$ cat src/design/sdspi_pkg.sv
// Shared types, constants and the CRC7 byte step for the SD SPI command block.
// No dependencies; every other file imports this package.
package sdspi_pkg;

  // Input opcodes
  typedef enum logic {
    OP_START = 1'b0,
    OP_RX    = 1'b1
  } op_t;

  // Result kinds
  localparam logic KIND_TX = 1'b0;
  localparam logic KIND_RX = 1'b1;

  // Command progress
  typedef enum logic [1:0] {
    PH_IDLE    = 2'd0,
    PH_WAIT_R1 = 2'd1,
    PH_EXTRA   = 2'd2
  } phase_t;

  // Work passed from the front to the back
  typedef enum logic [1:0] {
    JOB_FAULT = 2'd0,
    JOB_FRAME = 2'd1,
    JOB_RESP  = 2'd2
  } job_kind_t;

  typedef struct packed {
    job_kind_t   kind;
    logic [5:0]  cmd;
    logic [31:0] arg;
    logic [7:0]  data;
    logic [2:0]  pos;
    logic        last;
  } job_t;

  localparam logic [2:0] MAX_RESPONSE_BYTES = 3'd5;
  localparam logic [2:0] FRAME_LAST         = 3'd5;
  localparam logic [7:0] CMD_START_BITS     = 8'h40;
  localparam logic [7:0] FILL_BYTE          = 8'hFF;
  localparam logic [6:0] CRC7_POLY          = 7'h09;

  // Queue sizing
  localparam int QUEUE_DEPTH = 4;
  localparam int QPTR_W      = $clog2(QUEUE_DEPTH);
  localparam int QCNT_W      = $clog2(QUEUE_DEPTH + 1);

  // Advance CRC7 (x^7+x^3+1) over one byte, MSB first
  function automatic logic [6:0] crc7_byte(input logic [6:0] crc_in, input logic [7:0] d);
    logic [6:0] acc;
    logic       top;
    acc = crc_in;
    for (int b = 7; b >= 0; b--) begin
      top = d[b] ^ acc[6];
      acc = {acc[5:0], 1'b0};
      if (top) begin
        acc = acc ^ CRC7_POLY;
      end
    end
    return acc;
  endfunction

endpackage

$ cat src/design/sdspi_front.sv
// Front end: accepts input requests, tracks the command phase and queues work.
// Depends on sdspi_pkg.
module sdspi_front (
  input  logic              clk,
  input  logic              rst_n,
  input  logic              in_valid,
  output logic              in_ready,
  input  logic              in_opcode,
  input  logic [5:0]        in_command_index,
  input  logic [31:0]       in_argument,
  input  logic [2:0]        in_response_length,
  input  logic [7:0]        in_rx_byte,
  input  logic              q_full,
  output logic              q_push,
  output sdspi_pkg::job_t   q_job
);
  import sdspi_pkg::*;

  phase_t     phase_r, phase_nxt;
  logic [2:0] rem_r, rem_nxt;
  logic [2:0] pos_r, pos_nxt;
  logic       busy;
  logic       accept;
  logic [2:0] rlen;

  // Accept whenever the queue has room
  assign in_ready = !q_full;
  assign accept   = in_valid && in_ready;

  // Clamp the response length to 1..MAX_RESPONSE_BYTES
  always_comb begin
    if (in_response_length == 3'd0) begin
      rlen = 3'd1;
    end else if (in_response_length > MAX_RESPONSE_BYTES) begin
      rlen = MAX_RESPONSE_BYTES;
    end else begin
      rlen = in_response_length;
    end
  end

  // Classify the request, update phase and build the queued job
  always_comb begin
    phase_nxt = phase_r;
    rem_nxt   = rem_r;
    pos_nxt   = pos_r;
    q_push    = 1'b0;
    q_job     = '0;
    busy      = (phase_r == PH_WAIT_R1) || (phase_r == PH_EXTRA);
    if (accept) begin
      case (op_t'(in_opcode))
        OP_START: begin
          q_push = 1'b1;
          if (busy) begin
            q_job.kind = JOB_FAULT;
          end else begin
            q_job.kind = JOB_FRAME;
            q_job.cmd  = in_command_index;
            q_job.arg  = in_argument;
            phase_nxt  = PH_WAIT_R1;
            rem_nxt    = rlen;
            pos_nxt    = 3'd0;
          end
        end
        OP_RX: begin
          if (!busy) begin
            q_push     = 1'b1;
            q_job.kind = JOB_FAULT;
          end else if (!(phase_r == PH_WAIT_R1 && in_rx_byte == FILL_BYTE)) begin
            q_push     = 1'b1;
            q_job.kind = JOB_RESP;
            q_job.data = in_rx_byte;
            q_job.pos  = pos_r;
            q_job.last = (rem_r <= 3'd1);
            if (rem_r <= 3'd1) begin
              phase_nxt = PH_IDLE;
              rem_nxt   = 3'd0;
              pos_nxt   = 3'd0;
            end else begin
              phase_nxt = PH_EXTRA;
              rem_nxt   = rem_r - 3'd1;
              pos_nxt   = pos_r + 3'd1;
            end
          end
        end
        default: begin
          q_push = 1'b0;
        end
      endcase
    end
  end

  // Hold phase state
  always_ff @(posedge clk) begin
    if (!rst_n) begin
      phase_r <= PH_IDLE;
      rem_r   <= 3'd0;
      pos_r   <= 3'd0;
    end else begin
      phase_r <= phase_nxt;
      rem_r   <= rem_nxt;
      pos_r   <= pos_nxt;
    end
  end

  a_idle_clear: assert property (@(posedge clk) disable iff (!rst_n)
    (phase_r == PH_IDLE) |-> (rem_r == 3'd0 && pos_r == 3'd0))
    else $error("idle phase with response counters set");

  a_push_room: assert property (@(posedge clk) disable iff (!rst_n)
    q_push |-> !q_full)
    else $error("job pushed into a full queue");

endmodule

$ cat src/design/sdspi_queue.sv
// Short job queue between the front and back ends, first-word-fall-through.
// Depends on sdspi_pkg.
module sdspi_queue (
  input  logic              clk,
  input  logic              rst_n,
  input  logic              push,
  input  sdspi_pkg::job_t   push_job,
  input  logic              pop,
  output sdspi_pkg::job_t   head,
  output logic              full,
  output logic              empty
);
  import sdspi_pkg::*;

  job_t              mem [QUEUE_DEPTH];
  logic [QPTR_W-1:0] wr_ptr_r, wr_ptr_nxt;
  logic [QPTR_W-1:0] rd_ptr_r, rd_ptr_nxt;
  logic [QCNT_W-1:0] count_r, count_nxt;
  logic              do_push;
  logic              do_pop;

  assign full    = (count_r == QCNT_W'(QUEUE_DEPTH));
  assign empty   = (count_r == '0);
  assign do_push = push && !full;
  assign do_pop  = pop && !empty;
  assign head    = mem[rd_ptr_r];

  // Advance pointers and occupancy
  always_comb begin
    wr_ptr_nxt = wr_ptr_r;
    rd_ptr_nxt = rd_ptr_r;
    count_nxt  = count_r;
    if (do_push) begin
      wr_ptr_nxt = (wr_ptr_r == QPTR_W'(QUEUE_DEPTH - 1)) ? '0 : wr_ptr_r + QPTR_W'(1);
    end
    if (do_pop) begin
      rd_ptr_nxt = (rd_ptr_r == QPTR_W'(QUEUE_DEPTH - 1)) ? '0 : rd_ptr_r + QPTR_W'(1);
    end
    if (do_push && !do_pop) begin
      count_nxt = count_r + QCNT_W'(1);
    end else if (do_pop && !do_push) begin
      count_nxt = count_r - QCNT_W'(1);
    end
  end

  always_ff @(posedge clk) begin
    if (!rst_n) begin
      wr_ptr_r <= '0;
      rd_ptr_r <= '0;
      count_r  <= '0;
    end else begin
      wr_ptr_r <= wr_ptr_nxt;
      rd_ptr_r <= rd_ptr_nxt;
      count_r  <= count_nxt;
    end
  end

  // Store pushed jobs
  always_ff @(posedge clk) begin
    if (do_push) begin
      mem[wr_ptr_r] <= push_job;
    end
  end

  a_count_range: assert property (@(posedge clk) disable iff (!rst_n)
    count_r <= QCNT_W'(QUEUE_DEPTH))
    else $error("queue occupancy beyond depth");

endmodule

$ cat src/design/sdspi_back.sv
// Back end: drains queued jobs into the result register, one byte per cycle while
// out_ready allows, framing commands and running CRC7 as the frame goes out. Depends on sdspi_pkg.
module sdspi_back (
  input  logic              clk,
  input  logic              rst_n,
  input  sdspi_pkg::job_t   q_head,
  input  logic              q_empty,
  output logic              q_pop,
  output logic              out_valid,
  input  logic              out_ready,
  output logic              out_kind,
  output logic [7:0]        out_byte_value,
  output logic [2:0]        out_byte_position,
  output logic              out_last,
  output logic              out_fault
);
  import sdspi_pkg::*;

  logic [2:0] cnt_r, cnt_nxt;
  logic [6:0] crc_r, crc_nxt;
  logic [6:0] crc_in;
  logic [7:0] frame_byte;
  logic       load;

  logic       out_valid_r;
  logic       out_kind_r, kind_nxt;
  logic [7:0] out_byte_value_r, value_nxt;
  logic [2:0] out_byte_position_r, position_nxt;
  logic       out_last_r, last_nxt;
  logic       out_fault_r, fault_nxt;

  // Load the result register when a job is queued and the register is empty or being drained
  assign load = !q_empty && (!out_valid_r || out_ready);

  // Select the frame byte for the current position
  always_comb begin
    case (cnt_r)
      3'd0:    frame_byte = CMD_START_BITS | {2'b00, q_head.cmd};
      3'd1:    frame_byte = q_head.arg[31:24];
      3'd2:    frame_byte = q_head.arg[23:16];
      3'd3:    frame_byte = q_head.arg[15:8];
      3'd4:    frame_byte = q_head.arg[7:0];
      3'd5:    frame_byte = {crc_r, 1'b1};
      default: frame_byte = '0;
    endcase
  end

  // Build the next result and advance the frame counter
  always_comb begin
    crc_in       = (cnt_r == 3'd0) ? 7'd0 : crc_r;
    cnt_nxt      = cnt_r;
    crc_nxt      = crc_r;
    q_pop        = 1'b0;
    kind_nxt     = KIND_TX;
    value_nxt    = '0;
    position_nxt = '0;
    last_nxt     = 1'b0;
    fault_nxt    = 1'b0;
    case (q_head.kind)
      JOB_FRAME: begin
        value_nxt    = frame_byte;
        position_nxt = cnt_r;
        last_nxt     = (cnt_r == FRAME_LAST);
        if (load) begin
          crc_nxt = crc7_byte(crc_in, frame_byte);
          if (cnt_r == FRAME_LAST) begin
            cnt_nxt = 3'd0;
            q_pop   = 1'b1;
          end else begin
            cnt_nxt = cnt_r + 3'd1;
          end
        end
      end
      JOB_RESP: begin
        kind_nxt     = KIND_RX;
        value_nxt    = q_head.data;
        position_nxt = q_head.pos;
        last_nxt     = q_head.last;
        q_pop        = load;
      end
      default: begin
        fault_nxt = 1'b1;
        q_pop     = load;
      end
    endcase
  end

  // Hold control state
  always_ff @(posedge clk) begin
    if (!rst_n) begin
      out_valid_r <= 1'b0;
      cnt_r       <= 3'd0;
      crc_r       <= 7'd0;
    end else begin
      cnt_r <= cnt_nxt;
      crc_r <= crc_nxt;
      if (load) begin
        out_valid_r <= 1'b1;
      end else if (out_ready) begin
        out_valid_r <= 1'b0;
      end
    end
  end

  // Capture the result payload
  always_ff @(posedge clk) begin
    if (load) begin
      out_kind_r          <= kind_nxt;
      out_byte_value_r    <= value_nxt;
      out_byte_position_r <= position_nxt;
      out_last_r          <= last_nxt;
      out_fault_r         <= fault_nxt;
    end
  end

  assign out_valid         = out_valid_r;
  assign out_kind          = out_kind_r;
  assign out_byte_value    = out_byte_value_r;
  assign out_byte_position = out_byte_position_r;
  assign out_last          = out_last_r;
  assign out_fault         = out_fault_r;

  a_frame_head: assert property (@(posedge clk) disable iff (!rst_n)
    (cnt_r != 3'd0) |-> (!q_empty && q_head.kind == JOB_FRAME))
    else $error("frame in progress without a frame job at the queue head");

  a_cnt_range: assert property (@(posedge clk) disable iff (!rst_n)
    cnt_r <= FRAME_LAST)
    else $error("frame counter past the CRC byte");

  a_fault_clean: assert property (@(posedge clk) disable iff (!rst_n)
    (out_valid_r && out_fault_r) |->
      (out_byte_value_r == 8'd0 && !out_last_r && out_kind_r == KIND_TX))
    else $error("fault result carries payload");

endmodule

$ cat src/design/sd_spi_command_transaction.sv
// Top level of the SD SPI-mode command exchange, host side.
// Depends on sdspi_pkg, sdspi_front, sdspi_queue and sdspi_back.
//
// Usage:
//   Input channel (in_*): opcode 0 starts a command (index, argument, expected
//   response length 1..5); opcode 1 delivers one byte read from the card.
//   Result channel (out_*): a start gives six transmit bytes (kind 0): 0x40|index,
//   the argument MSB first and (CRC7 << 1) | 1, the sixth marked last. Card
//   bytes give response bytes (kind 1) once R1 arrives; 0xFF fill bytes before
//   R1 give nothing. There is no timeout. A request in the wrong phase gives
//   one fault result and leaves the state unchanged.
// Timing:
//   The first result of a request passes through the job queue and then the
//   result register before it appears on out_valid. The front takes one request
//   per cycle while the 4-entry job queue has room; the back emits one result per
//   cycle while out_ready is high, an accepted start giving six and any other request at most one.
// Reset and stall:
//   Synchronous active-low reset returns the block to idle with the queue and
//   result register empty. When out_ready is low a valid result in the register holds;
//   requests keep being accepted until the queue fills, then in_ready drops.
module sd_spi_command_transaction (
  input  logic        clk,
  input  logic        rst_n,
  input  logic        in_valid,
  output logic        in_ready,
  input  logic        in_opcode,
  input  logic [5:0]  in_command_index,
  input  logic [31:0] in_argument,
  input  logic [2:0]  in_response_length,
  input  logic [7:0]  in_rx_byte,
  output logic        out_valid,
  input  logic        out_ready,
  output logic        out_kind,
  output logic [7:0]  out_byte_value,
  output logic [2:0]  out_byte_position,
  output logic        out_last,
  output logic        out_fault
);
  import sdspi_pkg::*;

  job_t push_job;
  job_t head_job;
  logic q_push;
  logic q_pop;
  logic q_full;
  logic q_empty;

  // Classify requests
  sdspi_front u_front (
    .clk                (clk),
    .rst_n              (rst_n),
    .in_valid           (in_valid),
    .in_ready           (in_ready),
    .in_opcode          (in_opcode),
    .in_command_index   (in_command_index),
    .in_argument        (in_argument),
    .in_response_length (in_response_length),
    .in_rx_byte         (in_rx_byte),
    .q_full             (q_full),
    .q_push             (q_push),
    .q_job              (push_job)
  );

  // Decouple front and back
  sdspi_queue u_queue (
    .clk      (clk),
    .rst_n    (rst_n),
    .push     (q_push),
    .push_job (push_job),
    .pop      (q_pop),
    .head     (head_job),
    .full     (q_full),
    .empty    (q_empty)
  );

  // Emit result bytes
  sdspi_back u_back (
    .clk               (clk),
    .rst_n             (rst_n),
    .q_head            (head_job),
    .q_empty           (q_empty),
    .q_pop             (q_pop),
    .out_valid         (out_valid),
    .out_ready         (out_ready),
    .out_kind          (out_kind),
    .out_byte_value    (out_byte_value),
    .out_byte_position (out_byte_position),
    .out_last          (out_last),
    .out_fault         (out_fault)
  );

endmodule

$ cat config.mk
export PLATFORM = sky130hd
export DESIGN_NAME = sd_spi_command_transaction
export DESIGN_NICKNAME = d
export VERILOG_FILES = /design/src/design/sdspi_pkg.sv /design/src/design/sdspi_front.sv /design/src/design/sdspi_queue.sv /design/src/design/sdspi_back.sv /design/src/design/sd_spi_command_transaction.sv
export SDC_FILE = /design/constraint.sdc
export NUM_CORES = 1
export LEC_CHECK = 0
export BUFFER_PORTS_ARGS = -buffer_cell sky130_fd_sc_hd__buf_2
export CAP_MARGIN = 30
export CORE_UTILIZATION = 60
export CTS_BUF_LIST = sky130_fd_sc_hd__clkbuf_4 sky130_fd_sc_hd__clkbuf_8 sky130_fd_sc_hd__clkbuf_16
export DETAILED_ROUTE_END_ITERATION = 6
export PLACE_DENSITY = 0.85
export SETUP_SLACK_MARGIN = 0.2
export SYNTH_ARGS = -nofsm -noshare
export SYNTH_HDL_FRONTEND = slang
export SYNTH_SLANG_ARGS = --single-unit
$ cat constraint.sdc
create_clock -name clk -period 5.6 [get_ports clk]
set_input_delay 0.28 -clock clk [delete_from_list [all_inputs] [get_ports clk]]
set_output_delay 0.28 -clock clk [all_outputs]
set_load 0.005 [all_outputs]
==> reports/summary.txt <==
======================================================================================
Share of the cycle needed by the critical path after routing                     69.0%
Total power density per cell area                                          465 nW/um^2
Clock network fraction of total power                                            31.5%
Data arrival, critical path                                                    4.30 ns
Layer carrying the most global-route usage                                        met2
Compound-Gate Fraction of Synth Area                                             4.78%
Clock transition at path regs                                                  0.06 ns
Run status                                                                   completed
Setup repair bufs after CTS                                                          0
Xor/xnor cell area share of the yosys netlist                                    1.59%
Number of detailed-routing iterations run before antenna repair                      5
Biggest cell delay along the critical path                                     0.72 ns
Deepest clock path buffer count                                                      3
Footprint of the multi-input gates                                          3150 sq um
Grt total ovfl                                                                       0
Yosys reg bits                                                                     250
Switching pwr                                                                  1.53 mW
DRC Markers                                                                          0
Maximum number of pins on one net before global-route repair                        53
Root buffer selected by CTS                                               sky130_fd_sc_hd__clkbuf_16
Core ar.                                                                   17300 sq um
Number of hold-repair buffers added at the cts stage                                 0
Global-route met3 utilization                                                    3.23%
Overall power                                                                  5.58 mW
Switching power share of the total                                               27.5%
Worst slew margin relative to its limit                                          37.7%
Count of distinct cell types in the synthesized netlist                             59
Die Width                                                                       135 um
Most common cell after layout, fill and taps aside                        sky130_fd_sc_hd__edfxtp_1
Gate power share                                                                 25.2%
Diodes inserted                                                                      0
Antenna violations before repair                                                     0
Fill cell total of the finished layout                                            1072
Fraction of synthesized area in multiplexers                                     13.8%
Num rows                                                                            48
CTS tree                                                                           yes
Half-perimeter wire length after placement                                     12.0 mm
Met2 usage in global routing                                                     38.7%
Final layout net count                                                             756
Number of resized instances in the post-cts repair step                              0
Vias                                                                              5614
Commonest cells after routing, fill and taps aside                        sky130_fd_sc_hd__edfxtp_1, sky130_fd_sc_hd__buf_2, sky130_fd_sc_hd__and2_1, sky130_fd_sc_hd__nand2_1, sky130_fd_sc_hd__mux4_1
Setup repair after global routing missed its margin                                 no
Crit-path max FO                                                                    51
Cell with the largest stage delay on the worst path                       sky130_fd_sc_hd__buf_4
Non-filler instance count after layout                                             931
Inserted Clock Buffers                                                              25
Combinational family with the most area after synthesis                   multiplexers
IR drop worst, VDD                                                            0.409 mV
Synthesized area                                                           10600 sq um
Die Footprint                                                              18200 sq um
Peak Freq                                                                    0.259 GHz
Post-route standard cell area excluding fillers                            12000 sq um
Total length of routed wires                                                   19.6 mm
Clock network latency to the later pin of the worst-skew pair                  0.52 ns
Routed length per instance                                                     21.1 um
Layout overhead on the synthesized area                                          13.3%
Mapped Cells                                                                       613
Path type of the worst setup path                                           reg -> reg
Sequential element share of the synthesized area                                 68.1%
GRT Total Usage                                                                  22.7%
Number of synthesized flops with an enable pin                                     222
Proportion of layout cells with a drive suffix above 1                           23.4%
Number of global-route vias before repair                                         5623
Weighted congestion reported at the end of routability-driven placement          0.845
Path type of the worst min-delay path                                        in -> reg
Max-cap violation count                                                              0
Pins Over Slew Limit                                                                 0
Fraction of the mapped netlist area in adder cells                               1.84%
H-tree lvl count                                                                     1
Vias per cell                                                                     6.03
Number of top-level pins                                                            70
Antenna-violating nets left                                                          0
Mean area per synthesized cell                                              17.3 sq um
Number of failing setup endpoints in the final timing report                         0
Initial cell density of the core                                                 61.3%
Slew at the pin closest to its max-slew limit                                 0.934 ns
Final hold viol count                                                                0
Leakage Power                                                                  4.31 nW
Cell breakdown of the critical path                                       buf_4, mux4_2, ha_1, a21boi_0, inv_1, ha_1, inv_1, fa_1, xor2_1, or3_1, a21boi_0
Height of the chip                                                              135 um
Total negative slack                                                              0 ns
Startpoint Class                                                                  flop
Endpoint kind of the worst setup timing path                                      flop
Number of placed instances, taps included                                          885
Part of the power in registers                                                   43.3%
Asr flop ratio synth                                                                0%
Placed standard-cell area                                                  11100 sq um
Required time reported for the critical path endpoint                          6.04 ns
Internal Power                                                                 4.05 mW
GR Layer Usage met1                                                              31.4%
FF+latch area                                                               7230 sq um
Global-route wire length before repair                                         31.1 mm
Most instantiated flip-flop cell in the synthesis netlist                 sky130_fd_sc_hd__edfxtp_1
Total clock sinks                                                                  250
DR iter-0 viols                                                                    457
Simple-Gate Fraction of Synth Area                                               7.57%
Minimum clock period                                                           3.87 ns
Syn nets                                                                           682
Count of synthesis-stage warnings from yosys                                         0
Hold_ws                                                                      0.0494 ns
Number of buffers added on ports                                                    69
Setup clock skew after layout                                                0.0141 ns
======================================================================================
==> per-stage QoR <==
stage          setup WS [ns]  util (%)
2_1_floorplan           2.04         -
5_1_grt                 1.48      69.5
3_5_place_dp            1.76      64.3
6_report                1.73      69.5
4_1_cts                 1.72      69.5
3_3_place_gp            1.95      64.3
==> worst max-delay path, delay by kind of cell (launching register included) <==
family          cells  cell delay (ns)
xor+xnor            1             0.19
flops               1             0.34
fa+ha+maj           3             1.15
simple gates        1             0.32
mux                 1             0.40
buf+inv             3             0.97
compound gates      2             0.42
==> power by group through the flow <==
stage               Sequential [mW]  Combinational, mW  Clock (mW)
floorplan                      2.43               1.10           0
global placement               2.44               1.34           0
detailed placement             2.46               1.40           0
CTS                            2.42               1.42        1.78
global route                   2.44               1.53        1.86
finish                         2.42               1.41        1.76
==> Yosys cell counts (3+ instances only) <==
master	instances	area [sq um]
sky130_fd_sc_hd__nand3_1	4	20.0
sky130_fd_sc_hd__buf_2	3	15.0
sky130_fd_sc_hd__mux2i_1	15	150
sky130_fd_sc_hd__o211ai_1	3	22.5
sky130_fd_sc_hd__mux4_2	26	586
sky130_fd_sc_hd__nor2_1	23	86.3
sky130_fd_sc_hd__a21boi_0	7	52.6
sky130_fd_sc_hd__nand2b_1	3	18.8
sky130_fd_sc_hd__o211a_1	3	30.0
sky130_fd_sc_hd__inv_1	14	52.6
sky130_fd_sc_hd__nor3_1	6	30.0
sky130_fd_sc_hd__buf_12	3	60.1
sky130_fd_sc_hd__dfxtp_1	28	561
sky130_fd_sc_hd__nor3b_1	5	37.5
sky130_fd_sc_hd__o221ai_1	4	35.0
sky130_fd_sc_hd__edfxtp_1	222	6670
sky130_fd_sc_hd__and2_1	57	357
sky130_fd_sc_hd__nor2b_1	13	81.3
sky130_fd_sc_hd__a22oi_1	17	128
sky130_fd_sc_hd__clkbuf_1	20	75.1
sky130_fd_sc_hd__mux4_1	27	709
sky130_fd_sc_hd__nand2_1	29	109
sky130_fd_sc_hd__xnor2_1	11	96.3
sky130_fd_sc_hd__ha_1	14	175
sky130_fd_sc_hd__o21ai_0	10	50.1
sky130_fd_sc_hd__a21oi_1	7	35.0
==> registers in the layout, summed over array words and instances (netlist names), 2 cells and up, named ones only <==
signal                    cells
u_front.pos_r                 3
u_front.rem_r                 3
u_back.out_byte_position      3
u_back.crc_r                  7
u_queue.rd_ptr_r              2
u_front.phase_r               2
u_queue.wr_ptr_r              2
u_queue.mem                 208
u_queue.count_r               3
u_back.out_byte_value         8
u_back.cnt_r                  3
==> cell type report <==
cell class                      count  share of cell area (%)
Clock buffer                       31                    5.58
Clock inverter                     15                    1.80
Inverter                           15                   0.469
Multi-Input combinational cell    317                    26.2
Sequential cell                   250                    60.2
Tap cell                          225                    2.34
Timing Repair Buffer               78                    3.44
==> final timing paths <==
check                                       from            endpoint  slack, ns  cells after the start
worst max-delay path                        flop  u_queue.count_r[2]       1.73                     11
worst min-delay path                   out_ready    u_back.out_valid       0.05                      4
worst min register to register  u_back.out_valid    u_back.out_valid       0.48                      2
worst max register to register              flop  u_queue.count_r[2]       1.73                     11
==> routing by layer <==
layer	vias up	wire (um)
met5	-	0
met4	0	341
met3	27	1170
met2	203	9970
met1	2823	8120
li1	2561	-
==> logic make-up (layout without fill, tap and decap cells) <==
group,after synthesis,count (layout)
DFF,250,250
adders and majority gates,15,15
and+or+nand+nor,149,149
xor gates and xnor gates,16,16
AOI/OAI and AO/OA,68,68
buffers and inverters,46,139
muxes,69,69
(Power assumes the default switching activity.)
